File: config.mk
export PLATFORM = sky130hd
export DESIGN_NAME = drtd_front
export DESIGN_NICKNAME = d
export VERILOG_FILES = /design/src/rtl/drtd_pkg.sv /design/src/rtl/drtd_front.sv
export SDC_FILE = /design/constraint.sdc
export NUM_CORES = 1
export LEC_CHECK = 0
export BUFFER_PORTS_ARGS = -buffer_cell sky130_fd_sc_hd__buf_4
export CAP_MARGIN = 10
export CORE_UTILIZATION = 40
export DETAILED_ROUTE_END_ITERATION = 7
export GPL_TIMING_DRIVEN = 0
export PLACE_DENSITY = 0.78
export RECOVER_POWER = 50
export SYNTH_ARGS = -nofsm -noshare
export SYNTH_HDL_FRONTEND = slang
export SYNTH_SLANG_ARGS = --single-unit
File: constraint.sdc
create_clock -name clock -period 3.2 [get_ports clock]
set_input_delay 0.96 -clock clock [delete_from_list [all_inputs] [get_ports clock]]
set_output_delay 0.96 -clock clock [all_outputs]
set_load 0.05 [all_outputs]
File: src/rtl/drtd_pkg.sv
// Shared types and constants of the relocation table decoder.
`timescale 1ns / 1ps
`default_nettype none
package drtd_pkg;

   // Image memory geometry
   localparam int IMAGE_BYTES = 65536;
   localparam int IMG_AW      = $clog2(IMAGE_BYTES);
   localparam int IMG_SIZE_W  = 21;
   localparam logic [IMG_SIZE_W-1:0] IMG_LIM        = IMG_SIZE_W'(IMAGE_BYTES);
   localparam logic [IMG_SIZE_W-1:0] IMAGE_SIZE_RST = 21'd65536;

   // Command queue between front and back
   localparam int CMD_DEPTH = 4;
   localparam int CMD_PW    = $clog2(CMD_DEPTH);
   localparam int CMD_CW    = $clog2(CMD_DEPTH + 1);

   // Request function codes
   localparam logic [1:0] FUNC_LOAD    = 2'd0;
   localparam logic [1:0] FUNC_DECODE  = 2'd1;
   localparam logic [1:0] FUNC_RESTART = 2'd2;

   // Decoding constants
   localparam logic [7:0]  FAR_CALL_OP = 8'h9a;
   localparam logic [7:0]  SKIP_STEP   = 8'd254;
   localparam logic [7:0]  CODE_SEARCH = 8'd0;
   localparam logic [7:0]  CODE_SKIP   = 8'd1;
   localparam logic [16:0] OFS_LIMIT   = 17'h10000;
   localparam logic [2:0]  WIN_FULL    = 3'd5;

   typedef enum logic [1:0] {
      CMD_LOAD,
      CMD_DECODE,
      CMD_RESTART
   } cmd_kind_type;

   typedef struct packed {
      cmd_kind_type      kind;
      logic [IMG_AW-1:0] addr;
      logic [7:0]        data;
   } cmd_type;

   typedef enum logic [1:0] {
      PH_HEADER,
      PH_GROUP,
      PH_CODES,
      PH_DONE
   } phase_type;

   typedef enum logic {
      ENG_CMD,
      ENG_SCAN
   } eng_type;

   typedef struct packed {
      logic        reloc_valid;
      logic [15:0] offset;
      logic [15:0] segment;
      logic        last;
      logic        error;
   } rsp_type;

endpackage
`default_nettype wire

File: src/rtl/drtd_front.sv
// Front end: accepts requests, classifies them and hands commands to the queue.
`timescale 1ns / 1ps
`default_nettype none
module drtd_front import drtd_pkg::*; (
   input  wire logic        clock,
   input  wire logic        reset,
   input  wire logic        push,
   output logic             full,
   input  wire logic [1:0]  req_func,
   input  wire logic [19:0] req_image_addr,
   input  wire logic [7:0]  req_data,
   output logic             cq_push,
   output cmd_type          cq_cmd,
   input  wire logic        cq_full
);

   logic    vld_ff, vld_in;
   cmd_type cmd_ff, cmd_in;
   logic    accept;
   logic    keep;
   cmd_type cls;

   assign full    = vld_ff && cq_full;
   assign accept  = push && !full;
   assign cq_push = vld_ff && !cq_full;
   assign cq_cmd  = cmd_ff;

   // Drop unused selectors and image writes beyond the memory
   always_comb begin
      cls.addr = req_image_addr[IMG_AW-1:0];
      cls.data = req_data;
      cls.kind = CMD_LOAD;
      keep     = 1'b0;
      case (req_func)
         FUNC_LOAD: begin
            cls.kind = CMD_LOAD;
            keep     = ({1'b0, req_image_addr} < IMG_LIM);
         end
         FUNC_DECODE: begin
            cls.kind = CMD_DECODE;
            keep     = 1'b1;
         end
         FUNC_RESTART: begin
            cls.kind = CMD_RESTART;
            keep     = 1'b1;
         end
         default: begin
            keep = 1'b0;
         end
      endcase
   end

   always_comb begin
      vld_in = vld_ff;
      cmd_in = cmd_ff;
      if (accept) begin
         vld_in = keep;
         cmd_in = cls;
      end else if (cq_push) begin
         vld_in = 1'b0;
      end
   end

   always_ff @(posedge clock) begin
      if (reset) begin
         vld_ff <= 1'b0;
      end else begin
         vld_ff <= vld_in;
      end
      cmd_ff <= cmd_in;
   end

endmodule
`default_nettype wire

# Word-level counts from Yosys, hierarchy flattened
# Cells that the tools add are included.
[totals]
regBits = 27
latchBits = 0
ram_bits = 0
rom_bits = 0
input_bits = 34
output_inout_bits = 28
word_cells = 19
memories = 0
[classes]
add_sub_neg = 0
n_mul = 0
div = 0
order_cmp = 1
n_eq_ne = 2
shifts = 0
mux = 4
bitwise = 0
n_reduce_logical = 8
[op_table]
columns = ["op", "n"]
rows = [
  ["20-bit by 17-bit less-than comparator with 1-bit output (second input constant)", 1],
  ["2-bit case mux with 2 select lines", 1],
  ["1-bit logical AND", 3],
  ["2-bit by 1-bit equality test with 1-bit output (second input constant)", 1],
  ["2-bit equality test (second input constant)", 1],
  ["1-bit logical NOT", 2],
  ["2-bit logical NOT", 1],
  ["1-bit two-way mux", 2],
  ["1-bit case mux with 2 select lines", 1],
  ["2-bit nonzero test", 1],
  ["2-bit OR reduction", 1],
]

# Logic depth before layout (Yosys ltp)
[depth]
word_depth = 4
depth_mapped = 5
depth_no_buf = 5

# Least setup slack after synthesis
# No wires, ideal clock.
[synth_path]
kind = "in2reg"
from = "input cq_full"
to = "register cmd_ff, in the netlist cq_cmd[0] (enable)"
setup_ns = 0.412
arrival_ns = 2.379
required_time_ns = 2.788
slack_ns = 0.409
path_stages = 2
n_path_buf = 0
cell_sequence = "and2_4 nor2b_1"
[synth_between]
elab_chain_cells = 3
[synth_lines]
columns = ["element", "line_no", "rtl"]
rows = [
  ["start: declaration", "drtd_front.sv:14", "input wire logic cq_full"],
  ["1-bit logical AND", "drtd_front.sv:23", "assign full = vld_ff && cq_full;"],
  ["1-bit logical NOT", "drtd_front.sv:24", "assign accept = push && !full;"],
  ["1-bit logical AND", "drtd_front.sv:24", ""],
  ["named net accept", "drtd_front.sv:19", "logic accept;"],
  ["end signal: assignment", "drtd_front.sv:70", "cmd_ff <= cmd_in;"],
  ["end: declaration", "drtd_front.sv:18", "cmd_type cmd_ff, cmd_in;"],
]
# The timed path passes the listed nets, and every way through them passes these cells.
# A chain may end at the register's enable or synchronous reset.

# Worst setup path after layout
[layout_path]
from = "input cq_full"
to = "output full"
[layout_between]
elab_chain_cells = 1
[layout_lines]
columns = ["element", "line_no", "rtl"]
rows = [
  ["1-bit logical AND", "drtd_front.sv:23", ""],
  ["end: declaration", "drtd_front.sv:8", "output logic full,"],
]
# No other way between the ends.

==> flow_metrics.env <==
export IMPL_place_gp_congestion=0.642
export IMPL_yosysWarnings=0
export IMPL_cts_buffers=3
export IMPL_status="finished clean"
export IMPL_endpoint_kind="output pin"
export IMPL_synthFlopType="edfxtp_1"
export IMPL_rows=17
export IMPL_cts_tree="done"
export IMPL_drtIter0Drc=4
export IMPL_finalInstanceArea_mm2=0.00144
export IMPL_drc=0
export IMPL_yosysUniqueCellTypes=12
export IMPL_start_util_pct=42.4
export IMPL_slowest_stage="buf_4"
export IMPL_area_delta_synth_final_pct=55.3
export IMPL_fin_nets=147
export IMPL_grt_max_degree=15
export IMPL_postCtsSetupBuffers=0
export IMPL_slowest_delay_ns=0.22
export IMPL_grt_antenna_before_repair=0
export IMPL_maxSlewHeadroom_pct=23.1
export IMPL_cp_required_ns=2.24
export IMPL_synth_top_area_share_pct=84.1
export IMPL_coreArea_mm2=0.00219
export IMPL_synth_common_cells="26 x edfxtp_1, 4 x ha_1, 2 x inv_1, 2 x nor2b_1"
export IMPL_hold_violations=0
export IMPL_cts_max_path_buffers=2
export IMPL_tightest_slew_ns=1.15
export IMPL_drt_total_wl_um=1590
export IMPL_holdCritPathClass="reg2reg"
export IMPL_crit_family="buffers and inverters"
export IMPL_worstPathCellList="clkbuf_4, and2_0, buf_4"
export IMPL_synthArstFlopShare_pct=0
export IMPL_port_buffers=61
export IMPL_post_route_period_util_pct=75.8
export IMPL_wl_per_cell_um=11.7
export IMPL_cts_resized=0
export IMPL_fp_dieArea_mm2=0.00252
export IMPL_yosysSeqAreaShare_pct=86.3
export IMPL_synth_area_per_cell_um2=22.1
export IMPL_htreeDepth=1
export IMPL_cp_max_fo=3
export IMPL_grt_pass1_wl_um=2370
export IMPL_holdWs_ns=0.698
export IMPL_yosysMostFrequentCell="edfxtp_1"
export IMPL_ant_nets=0
export IMPL_clkSlewWorstSetupHoldPaths_ns=0.13
export IMPL_setup_viol=0
export IMPL_worstSetupPathType="in2out"
export IMPL_clock_sinks=27
export IMPL_cap_viol_max_count=0
export IMPL_clk_insertion_delay_late_ns=0.31
export IMPL_pin_count=62
export IMPL_dpl_cell_area_mm2=0.00144
export IMPL_fmax_ghz=0.412
export IMPL_drive_gt1_share_pct=58.3
export IMPL_vias=598
export IMPL_min_period_ns=2.43
export IMPL_num_antenna_cells=0
export IMPL_arrival_ns=1.47
export IMPL_die_w_um=50.2
export IMPL_tns_ns=0
export IMPL_drv_slew=0
export IMPL_p_total_w=0.000705
export IMPL_grt_pass1_vias=514
export IMPL_chipHeight_um=50.2
export IMPL_skew_ns=0.00577
export IMPL_peakVddDrop_mv=0.276
export IMPL_ys_ff_latch=27
export IMPL_syn_inst=42
export IMPL_p_leak_nw=0.623
export IMPL_hold_buffers=0
export IMPL_post_route_util_pct=65.8
export IMPL_cp_start_kind="input pin"
export IMPL_p_per_area_mw_per_mm2=489
export IMPL_grt_usage_pct=13.2
export IMPL_synth_edf_count=26
export IMPL_path_buf_inv=2
export IMPL_overflow=0
export IMPL_ys_top_cells_by_area="edfxtp_1 84%, ha_1 5.4%, dfxtp_1 2.2%"
export IMPL_yosysTopAreaCell="edfxtp_1"
export IMPL_netlist_area_um2=928
export IMPL_firstDrtPassIters=6
export IMPL_rsz0062_at_grt="no"
export IMPL_syn_nets=80
export IMPL_dp_hpwl_um=1280
export IMPL_viasPerCell=4.40
export IMPL_cts_root_buffer="clkbuf_4"
## kinds of logic (layout without fill, tap and decap cells)
group	after synthesis	in the layout	synth area share (%)
buffers and inverters	2	68	0.809
and+or+nand+nor	7	7	6.06
adders and majority gates	4	4	5.39
DFF	27	27	86.3
AOI/OAI and AO/OA	2	2	1.48
## area by class of cell
| cell class | count | area (um2) |
|---|---|---|
| Clock buffer | 4 | 26.3 |
| Fill cell | 173 | 749 |
| Inverter | 2 | 7.51 |
| Multi-Input combinational cell | 13 | 114 |
| Sequential cell | 27 | 801 |
| Tap cell | 28 | 35.0 |
| Timing Repair Buffer | 62 | 458 |
## final timing paths
kind | start | end | slack [ns] | cells after the start
max | cq_full | full | 0.77 | 3
min reg2reg | vld_ff$_SDFFE_PP0P_ | vld_ff$_SDFFE_PP0P_ | 0.70 | 3
max reg2reg | vld_ff$_SDFFE_PP0P_ | cq_cmd[16]$_DFFE_PP_ | 1.30 | 3
min | vld_ff$_SDFFE_PP0P_ | vld_ff$_SDFFE_PP0P_ | 0.70 | 3
## per-layer routing
| metal | global-route usage (%) | wire [um] |
|---|---|---|
| met3 | 3.64 | 214 |
| met4 | 4.29 | 6 |
| met1 | 16.0 | 608 |
| met5 | 0 | 0 |
| met2 | 22.4 | 757 |
## layout by cell type (no fill, tap or decap), types with 2 or more instances in the layout
cell type,netlist,layout
edfxtp_1,26,26
a21oi_1,1,2
inv_1,2,2
ha_1,4,4
clkbuf_1,0,5
nor2b_1,2,2
buf_4,0,32
clkbuf_4,0,28
## report_power, final
| group | internal (W) | switching [W] | leakage [nW] |
|---|---|---|---|
| logic | 0.0000532 | 0.0000982 | 0.346 |
| clock network | 0.0000486 | 0.0000880 | 0.0150 |
| registers | 0.000412 | 0.00000502 | 0.262 |
## worst min-delay path, stage by stage (launching register included)
cell     delay, ns
dfxtp_1       0.32
and2_0        0.16
a21oi_1       0.12
a21oi_1       0.07
## flip-flops by register name, indices dropped and copies added, names as in the netlist
name,cells
cq_cmd,26
vld_ff,1
## per-stage QoR
stage	setup slack, ns	cells
final	0.774	136
after global routing	0.697	136
after CTS	0.823	136
after detailed placement	0.824	132
after global placement	0.0188	131
after floorplan	0.409	42
No activity file was read; power rests on OpenSTA's default activity.
