File: config.mk
export PLATFORM = sky130hd
export DESIGN_NAME = drtd_cmd_fifo
export DESIGN_NICKNAME = d
export VERILOG_FILES = /design/src/rtl/drtd_pkg.sv /design/src/rtl/drtd_cmd_fifo.sv
export SDC_FILE = /design/constraint.sdc
export NUM_CORES = 1
export LEC_CHECK = 0
export ABC_CLOCK_PERIOD_IN_PS = 3610
export BUFFER_PORTS_ARGS = -buffer_cell sky130_fd_sc_hd__buf_2
export CAP_MARGIN = 20
export CORE_ASPECT_RATIO = 1.4
export CORE_MARGIN = 10
export CORE_UTILIZATION = 61
export CTS_CLUSTER_DIAMETER = 50
export CTS_CLUSTER_SIZE = 16
export DETAILED_ROUTE_END_ITERATION = 10
export PLACE_DENSITY = 0.92
export RECOVER_POWER = 100
export SLEW_MARGIN = 5
export SYNTH_ARGS = -nofsm -noshare
export SYNTH_HDL_FRONTEND = slang
export SYNTH_SLANG_ARGS = --single-unit
File: constraint.sdc
create_clock -name clock -period 3.61 [get_ports clock]
set_input_delay 0.1805 -clock clock [delete_from_list [all_inputs] [get_ports clock]]
set_output_delay 0.1805 -clock clock [all_outputs]
set_load 0.02 [all_outputs]
File: src/rtl/drtd_pkg.sv
// Shared types and constants of the relocation table decoder.
`timescale 1ns / 1ps
`default_nettype none
package drtd_pkg;

   // Image memory geometry
   localparam int IMAGE_BYTES = 65536;
   localparam int IMG_AW      = $clog2(IMAGE_BYTES);
   localparam int IMG_SIZE_W  = 21;
   localparam logic [IMG_SIZE_W-1:0] IMG_LIM        = IMG_SIZE_W'(IMAGE_BYTES);
   localparam logic [IMG_SIZE_W-1:0] IMAGE_SIZE_RST = 21'd65536;

   // Command queue between front and back
   localparam int CMD_DEPTH = 4;
   localparam int CMD_PW    = $clog2(CMD_DEPTH);
   localparam int CMD_CW    = $clog2(CMD_DEPTH + 1);

   // Request function codes
   localparam logic [1:0] FUNC_LOAD    = 2'd0;
   localparam logic [1:0] FUNC_DECODE  = 2'd1;
   localparam logic [1:0] FUNC_RESTART = 2'd2;

   // Decoding constants
   localparam logic [7:0]  FAR_CALL_OP = 8'h9a;
   localparam logic [7:0]  SKIP_STEP   = 8'd254;
   localparam logic [7:0]  CODE_SEARCH = 8'd0;
   localparam logic [7:0]  CODE_SKIP   = 8'd1;
   localparam logic [16:0] OFS_LIMIT   = 17'h10000;
   localparam logic [2:0]  WIN_FULL    = 3'd5;

   typedef enum logic [1:0] {
      CMD_LOAD,
      CMD_DECODE,
      CMD_RESTART
   } cmd_kind_type;

   typedef struct packed {
      cmd_kind_type      kind;
      logic [IMG_AW-1:0] addr;
      logic [7:0]        data;
   } cmd_type;

   typedef enum logic [1:0] {
      PH_HEADER,
      PH_GROUP,
      PH_CODES,
      PH_DONE
   } phase_type;

   typedef enum logic {
      ENG_CMD,
      ENG_SCAN
   } eng_type;

   typedef struct packed {
      logic        reloc_valid;
      logic [15:0] offset;
      logic [15:0] segment;
      logic        last;
      logic        error;
   } rsp_type;

endpackage
`default_nettype wire

File: src/rtl/drtd_cmd_fifo.sv
// Short command queue that decouples the front end from the decode engine.
`timescale 1ns / 1ps
`default_nettype none
module drtd_cmd_fifo import drtd_pkg::*; (
   input  wire logic clock,
   input  wire logic reset,
   input  wire logic wr_en,
   input  wire cmd_type wr_cmd,
   output logic      q_full,
   input  wire logic rd_en,
   output cmd_type   rd_cmd,
   output logic      q_empty
);

   cmd_type           slot_ff [CMD_DEPTH];
   logic [CMD_PW-1:0] wp_ff, wp_in;
   logic [CMD_PW-1:0] rp_ff, rp_in;
   logic [CMD_CW-1:0] cnt_ff, cnt_in;
   logic              do_wr, do_rd;

   assign q_full  = (cnt_ff == CMD_CW'(CMD_DEPTH));
   assign q_empty = (cnt_ff == '0);
   assign do_wr   = wr_en && !q_full;
   assign do_rd   = rd_en && !q_empty;
   assign rd_cmd  = slot_ff[rp_ff];

   always_comb begin
      wp_in  = do_wr ? CMD_PW'(wp_ff + 1'b1) : wp_ff;
      rp_in  = do_rd ? CMD_PW'(rp_ff + 1'b1) : rp_ff;
      cnt_in = cnt_ff;
      if (do_wr && !do_rd) begin
         cnt_in = cnt_ff + 1'b1;
      end else if (do_rd && !do_wr) begin
         cnt_in = cnt_ff - 1'b1;
      end
   end

   always_ff @(posedge clock) begin
      if (reset) begin
         wp_ff  <= '0;
         rp_ff  <= '0;
         cnt_ff <= '0;
      end else begin
         wp_ff  <= wp_in;
         rp_ff  <= rp_in;
         cnt_ff <= cnt_in;
      end
      if (do_wr) begin
         slot_ff[wp_ff] <= wr_cmd;
      end
   end

endmodule
`default_nettype wire

Yosys cells after proc, flatten, opt, wreduce, memory -nomap -nowiden
Memories as Yosys holds them, arrays and structs flattened. A register that Yosys moved wholly into a read port is not among the register bits.
Index checks and enable logic that the tools add are counted.
{ "op_classes": {"n_addsub": 4, "mul": 0, "div_mod_pow": 0, "n_lt_le_gt_ge": 0, "n_eq_ne": 1, "shifts": 0, "mux": 6, "bitwise": 0, "reduce_logical": 10} }
{ "op_table": {"columns": ["operator", "count"], "rows": [
  ["2-to-1 mux 3 bit", 2],
  ["adder 2 x 1 -> 2 bit (second input constant)", 2],
  ["logical AND 1 bit", 4],
  ["zero test 1 bit", 4],
  ["2-to-1 mux 2 bit", 2],
  ["adder 3 x 1 -> 3 bit (second input constant)", 1],
  ["== test 3 bit (second input constant)", 1],
  ["zero test 3 bit", 1],
  ["subtractor 3 x 1 -> 3 bit (second input constant)", 1],
  ["2-to-1 mux 1 bit", 2],
  ["nonzero test 2 bit", 1]
]} }
{ "totals": {"regBits": 7, "latch_bits": 0, "mem_bits_rw": 104, "mem_bits_ro": 0, "input_bits": 30, "out_inout_bits": 28, "word_cells": 25, "mem_count": 1} }
{ "memory_table": {"columns": ["name", "depth", "word_bits", "rd", "rd_ports_with_merged_regs", "wr", "line", "source"], "rows": [
  ["slot_ff", 4, 26, 1, 1, 1, "drtd_cmd_fifo.sv:15", "cmd_type slot_ff [CMD_DEPTH];"]
]} }

Logic depth before layout (Yosys ltp)
Gate-level depths: netlist of run 1.
{ "logic_depth": {"depth_word": 7, "depth_mapped": 8, "depth_no_buf": 8} }

Worst setup path after synthesis of run 1
OpenSTA, ideal clock, no wires.
{ "synth_timing": {"path_type": "reg2reg", "startpoint": "reg cnt_ff[0]", "endpoint": "reg cnt_ff[2]", "setup_ns": 0.070, "arrival_ns": 1.944, "required_time_ns": 3.540, "setup_slack_ns": 1.596, "stages_incl_launch_ff": 9, "path_buffers": 0, "period_less_slack_ns": 2.014, "path_cell_list": "dfxtp_1 > nor3b_2 > nor2_2 > ha_1 > inv_1 > fa_1 > xor2_1 > or3_1 > a21oi_1"} }
{ "synth_via": {"elab_chain_cells": 6, "elab_cells_between_ends": 15, "classes_between": "2 x add/sub; 1 x eq/ne; 2 x mux; 10 x reduce/logical"} }
{ "synth_lines": {"columns": ["item", "line", "source"], "rows": [
  ["from (decl)", "drtd_cmd_fifo.sv:18", "logic [CMD_CW-1:0] cnt_ff, cnt_in;"],
  ["from (signal assigned)", "drtd_cmd_fifo.sv:46", "cnt_ff <= cnt_in;"],
  ["== test 3 bit *", "drtd_cmd_fifo.sv:21", "assign q_full = (cnt_ff == CMD_CW'(CMD_DEPTH));"],
  ["net q_full", "drtd_cmd_fifo.sv:9", "output logic q_full,"],
  ["zero test 1 bit *", "drtd_cmd_fifo.sv:23", "assign do_wr = wr_en && !q_full;"],
  ["logical AND 1 bit *", "drtd_cmd_fifo.sv:23", null],
  ["net do_wr", "drtd_cmd_fifo.sv:19", "logic do_wr, do_rd;"],
  ["zero test 1 bit", "drtd_cmd_fifo.sv:33", "end else if (do_rd && !do_wr) begin"],
  ["logical AND 1 bit", "drtd_cmd_fifo.sv:33", null],
  ["nonzero test 2 bit (no line)", null, null]
]} }
Mark *: on every way through the listed nets, which the timed path passes. The rest lies on a longest branch. The select of a mux whose other input is x is not followed.
A chain may end at the register's enable or synchronous reset.

Worst setup path in the final report of run 1
{ "layout_timing": {"startpoint": "reg cnt_ff[0]", "endpoint": "mem slot_ff[2][15] (netlist bit), enable pin"} }
{ "layout_via": {"elab_chain_cells": 5} }
{ "layout_lines": {"columns": ["item", "line", "source"], "rows": [
  ["== test 3 bit", "drtd_cmd_fifo.sv:21", null],
  ["zero test 1 bit", "drtd_cmd_fifo.sv:23", null],
  ["logical AND 1 bit", "drtd_cmd_fifo.sv:23", null],
  ["net do_wr", "drtd_cmd_fifo.sv:19", null],
  ["2-to-1 mux 1 bit", "drtd_cmd_fifo.sv:48", "if (do_wr) begin"],
  ["2-to-1 mux 1 bit (not written as such)", "drtd_cmd_fifo.sv:49", "slot_ff[wp_ff] <= wr_cmd;"],
  ["to (decl)", "drtd_cmd_fifo.sv:15", null]
]} }
The timed path passes the listed nets, and every way through them passes these cells.

==> flow_metrics.tcl, run 1 <==
set metrics [dict create \
    layout-drive-gt1-share_pct 19.9 \
    coreArea_sq_um 6700 \
    skew_ns 0.0136 \
    grt_first_pass_wirelength_um 13700 \
    tns_ns 0 \
    synth.distinct_cells 24 \
    antenna_found_initial 1 \
    peakVddDrop_v 0.000653 \
    antenna_left 0 \
    cts_tree "built" \
    slew_headroom_pct -11.8 \
    ys_warn_count 0 \
    reg2reg_from "cnt_ff[0]$_SDFFE_PP0P_" \
    end_kind "flop" \
    critPathRequiredTime_ns 3.73 \
    cts.sinks 113 \
    dr.pass1.iters 4 \
    gp_congestion 0.689 \
    cp-start-kind "flop" \
    grt_pass1_vias 2421 \
    clk_pin_slew_ns 0.05 \
    cts.htree.levels 4 \
    vias 2176 \
    grt_max_degree 27 \
    fp.dieH_um 119 \
    cts_resized 0 \
    syn_area_sq_um 4250 \
    die-area_sq_um 10700 \
    drc 0 \
    cts_buffers 17 \
    power_density_nw_per_um2 780 \
    wire_per_inst_um 22.2 \
    violations "max-capacitance violations, max-slew violations" \
    overflow 0 \
    port_buffers 57 \
    cts_hold_buf 27 \
    grt_util_all_layers_pct 17.0 \
    cap_violations 3 \
    vias_per_cell 5.58 \
    cp_data_arrival_time_ns 2.98 \
    area_growth_pct 26.7 \
    avgSynthCellArea_sq_um 23.1 \
    critPathMaxFanout 18 \
    drtIter0Drc 154 \
    nets 321 \
    critPathLaunch "cnt_ff[0]$_SDFFE_PP0P_" \
    die_w_um 90.5 \
    fmax_mhz 349 \
    cts_root_buf "clkbuf_8" \
    dp_cells 331 \
    min_from "wr_en" \
    io_pins 58 \
    yosysSeqAreaShare_pct 77.8 \
    fin_crit_sh_pct 79.3 \
    rsz0062_at_grt "no" \
    routed_wl_um 8650 \
    status "finished with violations" \
    tightest_slew_ns 1.68 \
    hold_violations 0 \
    postSynthCellCount 184 \
    setup_viol 0 \
    slew_violations 81 \
    period_needed_ns 2.86 \
    dp_hpwl_um 4840 \
    rows 35 \
    start_util_pct 63.4 \
    hold_path_class "input pin to flop" \
    fin_cells 390 \
    critical_path_class "flop to flop" \
    ys_seq_elements 113 \
    synth_fp_nets 220 \
    finalPower_w 0.00420 \
    cts_setup_buffers 0 \
    p_leak_nw 1.78 \
    worstSkewPairLatency_ns 0.51 \
    cts_buffer_depth 2 \
]
[state kept, by name, summed over array words and instances (netlist names), named ones only]
register,cells
rp_ff,2
cnt_ff,3
wp_ff,2
slot_ff,104
[layout by cell type, fill, tap and decap left out, types with 3 or more instances in the layout]
cell | synthesis | final
and2_0 | 0 | 4
buf_2 | 2 | 3
bufinv_16 | 0 | 4
clkbuf_1 | 1 | 59
clkbuf_16 | 0 | 16
clkinv_2 | 0 | 5
dfxtp_1 | 9 | 8
dlygate4sd3_1 | 0 | 27
edfxtp_1 | 104 | 104
ha_1 | 5 | 5
inv_1 | 4 | 4
mux4_2 | 26 | 26
nor2_1 | 5 | 6
xor2_1 | 4 | 4
[where the power goes]
| part | internal, W | switching (W) |
|---|---|---|
| logic | 0.000354 | 0.000466 |
| clock network | 0.00110 | 0.000541 |
| registers | 0.00159 | 0.000144 |
[through the flow]
stage	util [%]	hold WS, ns	area [sq um]	worst slack, ns
2_1_floorplan	-	0.279	4250	1.60
3_3_place_gp	68.9	0.391	4610	1.57
3_5_place_dp	68.9	0.399	4610	1.44
4_1_cts	81.7	0.0716	5470	1.05
5_1_grt	80.3	0.0897	5380	0.559
6_report	80.3	0.0803	5380	0.748
[final timing paths]
check                                           endpoint  slack (ns)  cells past startpoint
worst min-delay path               wp_ff[0]$_SDFFE_PP0P_        0.08                      4
worst max-delay path            slot_ff[2][15]$_DFFE_PP_        0.75                      4
worst max register to register  slot_ff[2][15]$_DFFE_PP_        0.75                      4
worst min register to register     wp_ff[1]$_SDFFE_PP0P_        0.53                      2
[worst max-delay path: stages (launching register included)]
cell and delay, ns:
dfxtp_1 0.49, nor3b_1 0.15, nor2_1 0.33, and2_0 0.58, clkbuf_1 0.90
[cells by family after synthesis]
kind of cell / after synthesis / share of synthesized area, %
flops: 113 / 77.8
mux: 28 / 14.3
simple gates: 16 / 2.18
buf+inv: 11 / 2.00
compound gates: 6 / 0.973
fa+ha+maj: 6 / 1.95
xor+xnor: 4 / 0.825
[area by class of cell]
| class | count | area [sq um] |
|---|---|---|
| multi-input combinational | 60 | 845 |
| timing repair buffer | 89 | 510 |
| sequential | 113 | 3300 |
| clock buffer | 18 | 418 |
| inverter | 4 | 15.0 |
| tap | 92 | 115 |
| antenna | 1 | 2.50 |
| fill | 351 | 1320 |
| clock inverter | 13 | 169 |
[cell usage after synthesis, drive strengths merged]
library cell	n	area share [%]
a21oi	2	0.24
clkbuf	2	0.21
nor3	1	0.12
xor2	4	0.83
mux4	26	14
o311ai	1	0.21
inv	4	0.35
fa	1	0.47
o21ai	2	0.24
ha	5	1.5
nor2	6	0.59
or3	2	0.29
edfxtp	104	74
o31ai	1	0.29
mux2i	2	0.47
dfxtp	9	4.2
and2	4	0.59
nand2b	2	0.29
nor3b	1	0.29
buf	5	1.4
[layer usage]
metal  track usage, %  wire, um
met1             18.3      3100
met2             29.1      4970
met3             5.64       426
met4             8.88       156
met5                0         0
Note: power is estimated with default switching activity, not from simulation.
==> inputs of run 2 (changes only) <==
Settings changed: ABC_CLOCK_PERIOD_IN_PS 3610 to 2400, CORE_UTILIZATION 61 to 51, PLACE_DENSITY 0.92 to 0.83.
Clock period 3.61 ns to 2.4 ns, I/O delays scaled along.
==> run 2 against run 1 <==
The run now ends clean. Critical path depth grew 3. Sequential power grew 46%. Wire length shrank 7.4%. Cell count grew 2.8%. Highest routed layer unchanged.
==> flow_metrics.tcl, run 2 (synthesized netlist as in run 1, its figures left out) <==
set metrics [dict create \
    area_growth_pct 25.9 \
    end_kind "flop" \
    routed_wl_um 8010 \
    worstSkewPairLatency_ns 0.40 \
    p_leak_nw 1.76 \
    die-area_sq_um 12400 \
    tns_ns 0 \
    skew_ns 0.00708 \
    max_stage_delay_ns 0.40 \
    port_buffers 57 \
    gp_congestion 0.674 \
    overflow 0 \
    cp_slowest_cell "o31ai_1" \
    setup_viol 0 \
    cts.sinks 113 \
    largest_reg_flops 104 \
    cts_buffer_depth 2 \
    grt_util_all_layers_pct 13.8 \
    cts_tree "built" \
    hold_depth 2 \
    dp_hpwl_um 4770 \
    final_common_cell "edfxtp_1" \
    most-common-layout-cells "104 x edfxtp_1, 60 x clkbuf_1, 26 x mux4_2, 26 x dlygate4sd3_1, 17 x clkbuf_16" \
    cts_buffers 17 \
    cts_root_buf "clkbuf_16" \
    grt_pass1_vias 2322 \
    rows 39 \
    vias 2135 \
    hold_path_class "input pin to flop" \
    coreArea_sq_um 8150 \
    clk_pin_slew_ns 0.05 \
    status "finished clean" \
    critical_path_class "flop to flop" \
    nets 321 \
    critPathMaxFanout 6 \
    largestRegisters "slot_ff x104, cnt_ff x3" \
    io_pins 58 \
    die_w_um 97.1 \
    cts.htree.levels 4 \
    cp-start-kind "flop" \
    reg2reg_depth 7 \
    wire_per_inst_um 20.0 \
    vias_per_cell 5.32 \
    period_needed_ns 2.19 \
    fin_crit_sh_pct 91.2 \
    drtIter0Drc 152 \
    grt_max_degree 27 \
    antenna_found_initial 0 \
    grt_first_pass_wirelength_um 12500 \
    cp_data_arrival_time_ns 2.52 \
    drc 0 \
    whs_ns 0.00807 \
    antenna_left 0 \
    fp.dieH_um 128 \
    cts_hold_buf 26 \
    fmax_mhz 457 \
    cts_resized 0 \
    cap_violations 0 \
    rsz0062_at_grt "no" \
    slew_violations 0 \
    tightest_slew_ns 0.780 \
    power_density_nw_per_um2 1120 \
    slew_headroom_pct 48.0 \
    cts_setup_buffers 0 \
    largest-register "slot_ff" \
    critPathRequiredTime_ns 2.73 \
    peakVddDrop_v 0.000670 \
    layout-drive-gt1-share_pct 20.5 \
    dr.pass1.iters 4 \
    hold_violations 0 \
    crit_path_cell_trace "o31ai_1 > ha_1 > inv_1 > fa_1 > xor2_1 > or3_1 > a21oi_1" \
    start_util_pct 52.1 \
]
run 2: cell count changes in the layout (fill, tap and decap cells not counted), moves of 2 or more:
cell,before,now
bufinv_16,4,1
and2_1,0,3
and2_0,4,1
clkinv_2,5,3
clkbuf_2,0,4
run 2: final timing paths:
path / start / end / slack, ns
worst min-delay path: reset / wp_ff[0]$_SDFFE_PP0P_ / 0.008
worst max-delay path: cnt_ff[0]$_SDFFE_PP0P_ / cnt_ff[2]$_SDFFE_PP0P_ / 0.21
worst max register to register: cnt_ff[0]$_SDFFE_PP0P_ / cnt_ff[2]$_SDFFE_PP0P_ / 0.21
worst min register to register: wp_ff[0]$_SDFFE_PP0P_ / wp_ff[0]$_SDFFE_PP0P_ / 0.53
run 2: cell type report:
class                           count  area [sq um]
Sequential cell                   113          3300
Fill cell                         562          2810
Multi-Input combinational cell     60           852
Timing Repair Buffer               89           527
Clock buffer                       24           452
Tap cell                          102           128
Clock inverter                      8          63.8
Inverter                            4          15.0
Antenna cell                        1          2.50
run 2: critical path, delay by kind of cell (launching register included):
kind / cells / cell delay, ns
flops: 1 / 0.38
simple gates: 1 / 0.32
buf+inv: 1 / 0.07
compound gates: 2 / 0.54
fa+ha+maj: 2 / 0.66
xor+xnor: 1 / 0.17
run 2: through the flow:
step | setup WS, ns | cells | utilization [%] | area (sq um) | power [W]
after floorplan | 0.386 | 184 | - | 4250 | 0.00355
after global placement | 0.359 | 342 | 57.0 | 4650 | 0.00390
after detailed placement | 0.241 | 342 | 57.0 | 4650 | 0.00394
after CTS | 0.212 | 400 | 66.5 | 5420 | 0.00613
after global routing | 0.0404 | 400 | 65.5 | 5340 | 0.00626
final | 0.211 | 401 | 65.6 | 5340 | 0.00599
run 2: report_power, final:
part,leakage (nW),internal (W),total [W],switching [W]
sequential,1.03,0.00239,0.00252,0.000136
clock,0.248,0.00140,0.00214,0.000746
combinational,0.488,0.000565,0.00133,0.000762
run 2: per-layer routing:
metal	global-route usage (%)	wire [um]	part of all wire [%]
met1	13.4	2880	36
met2	23.5	4560	57
met3	6.47	396	4.9
met4	7.83	179	2.2
met5	0	0	0
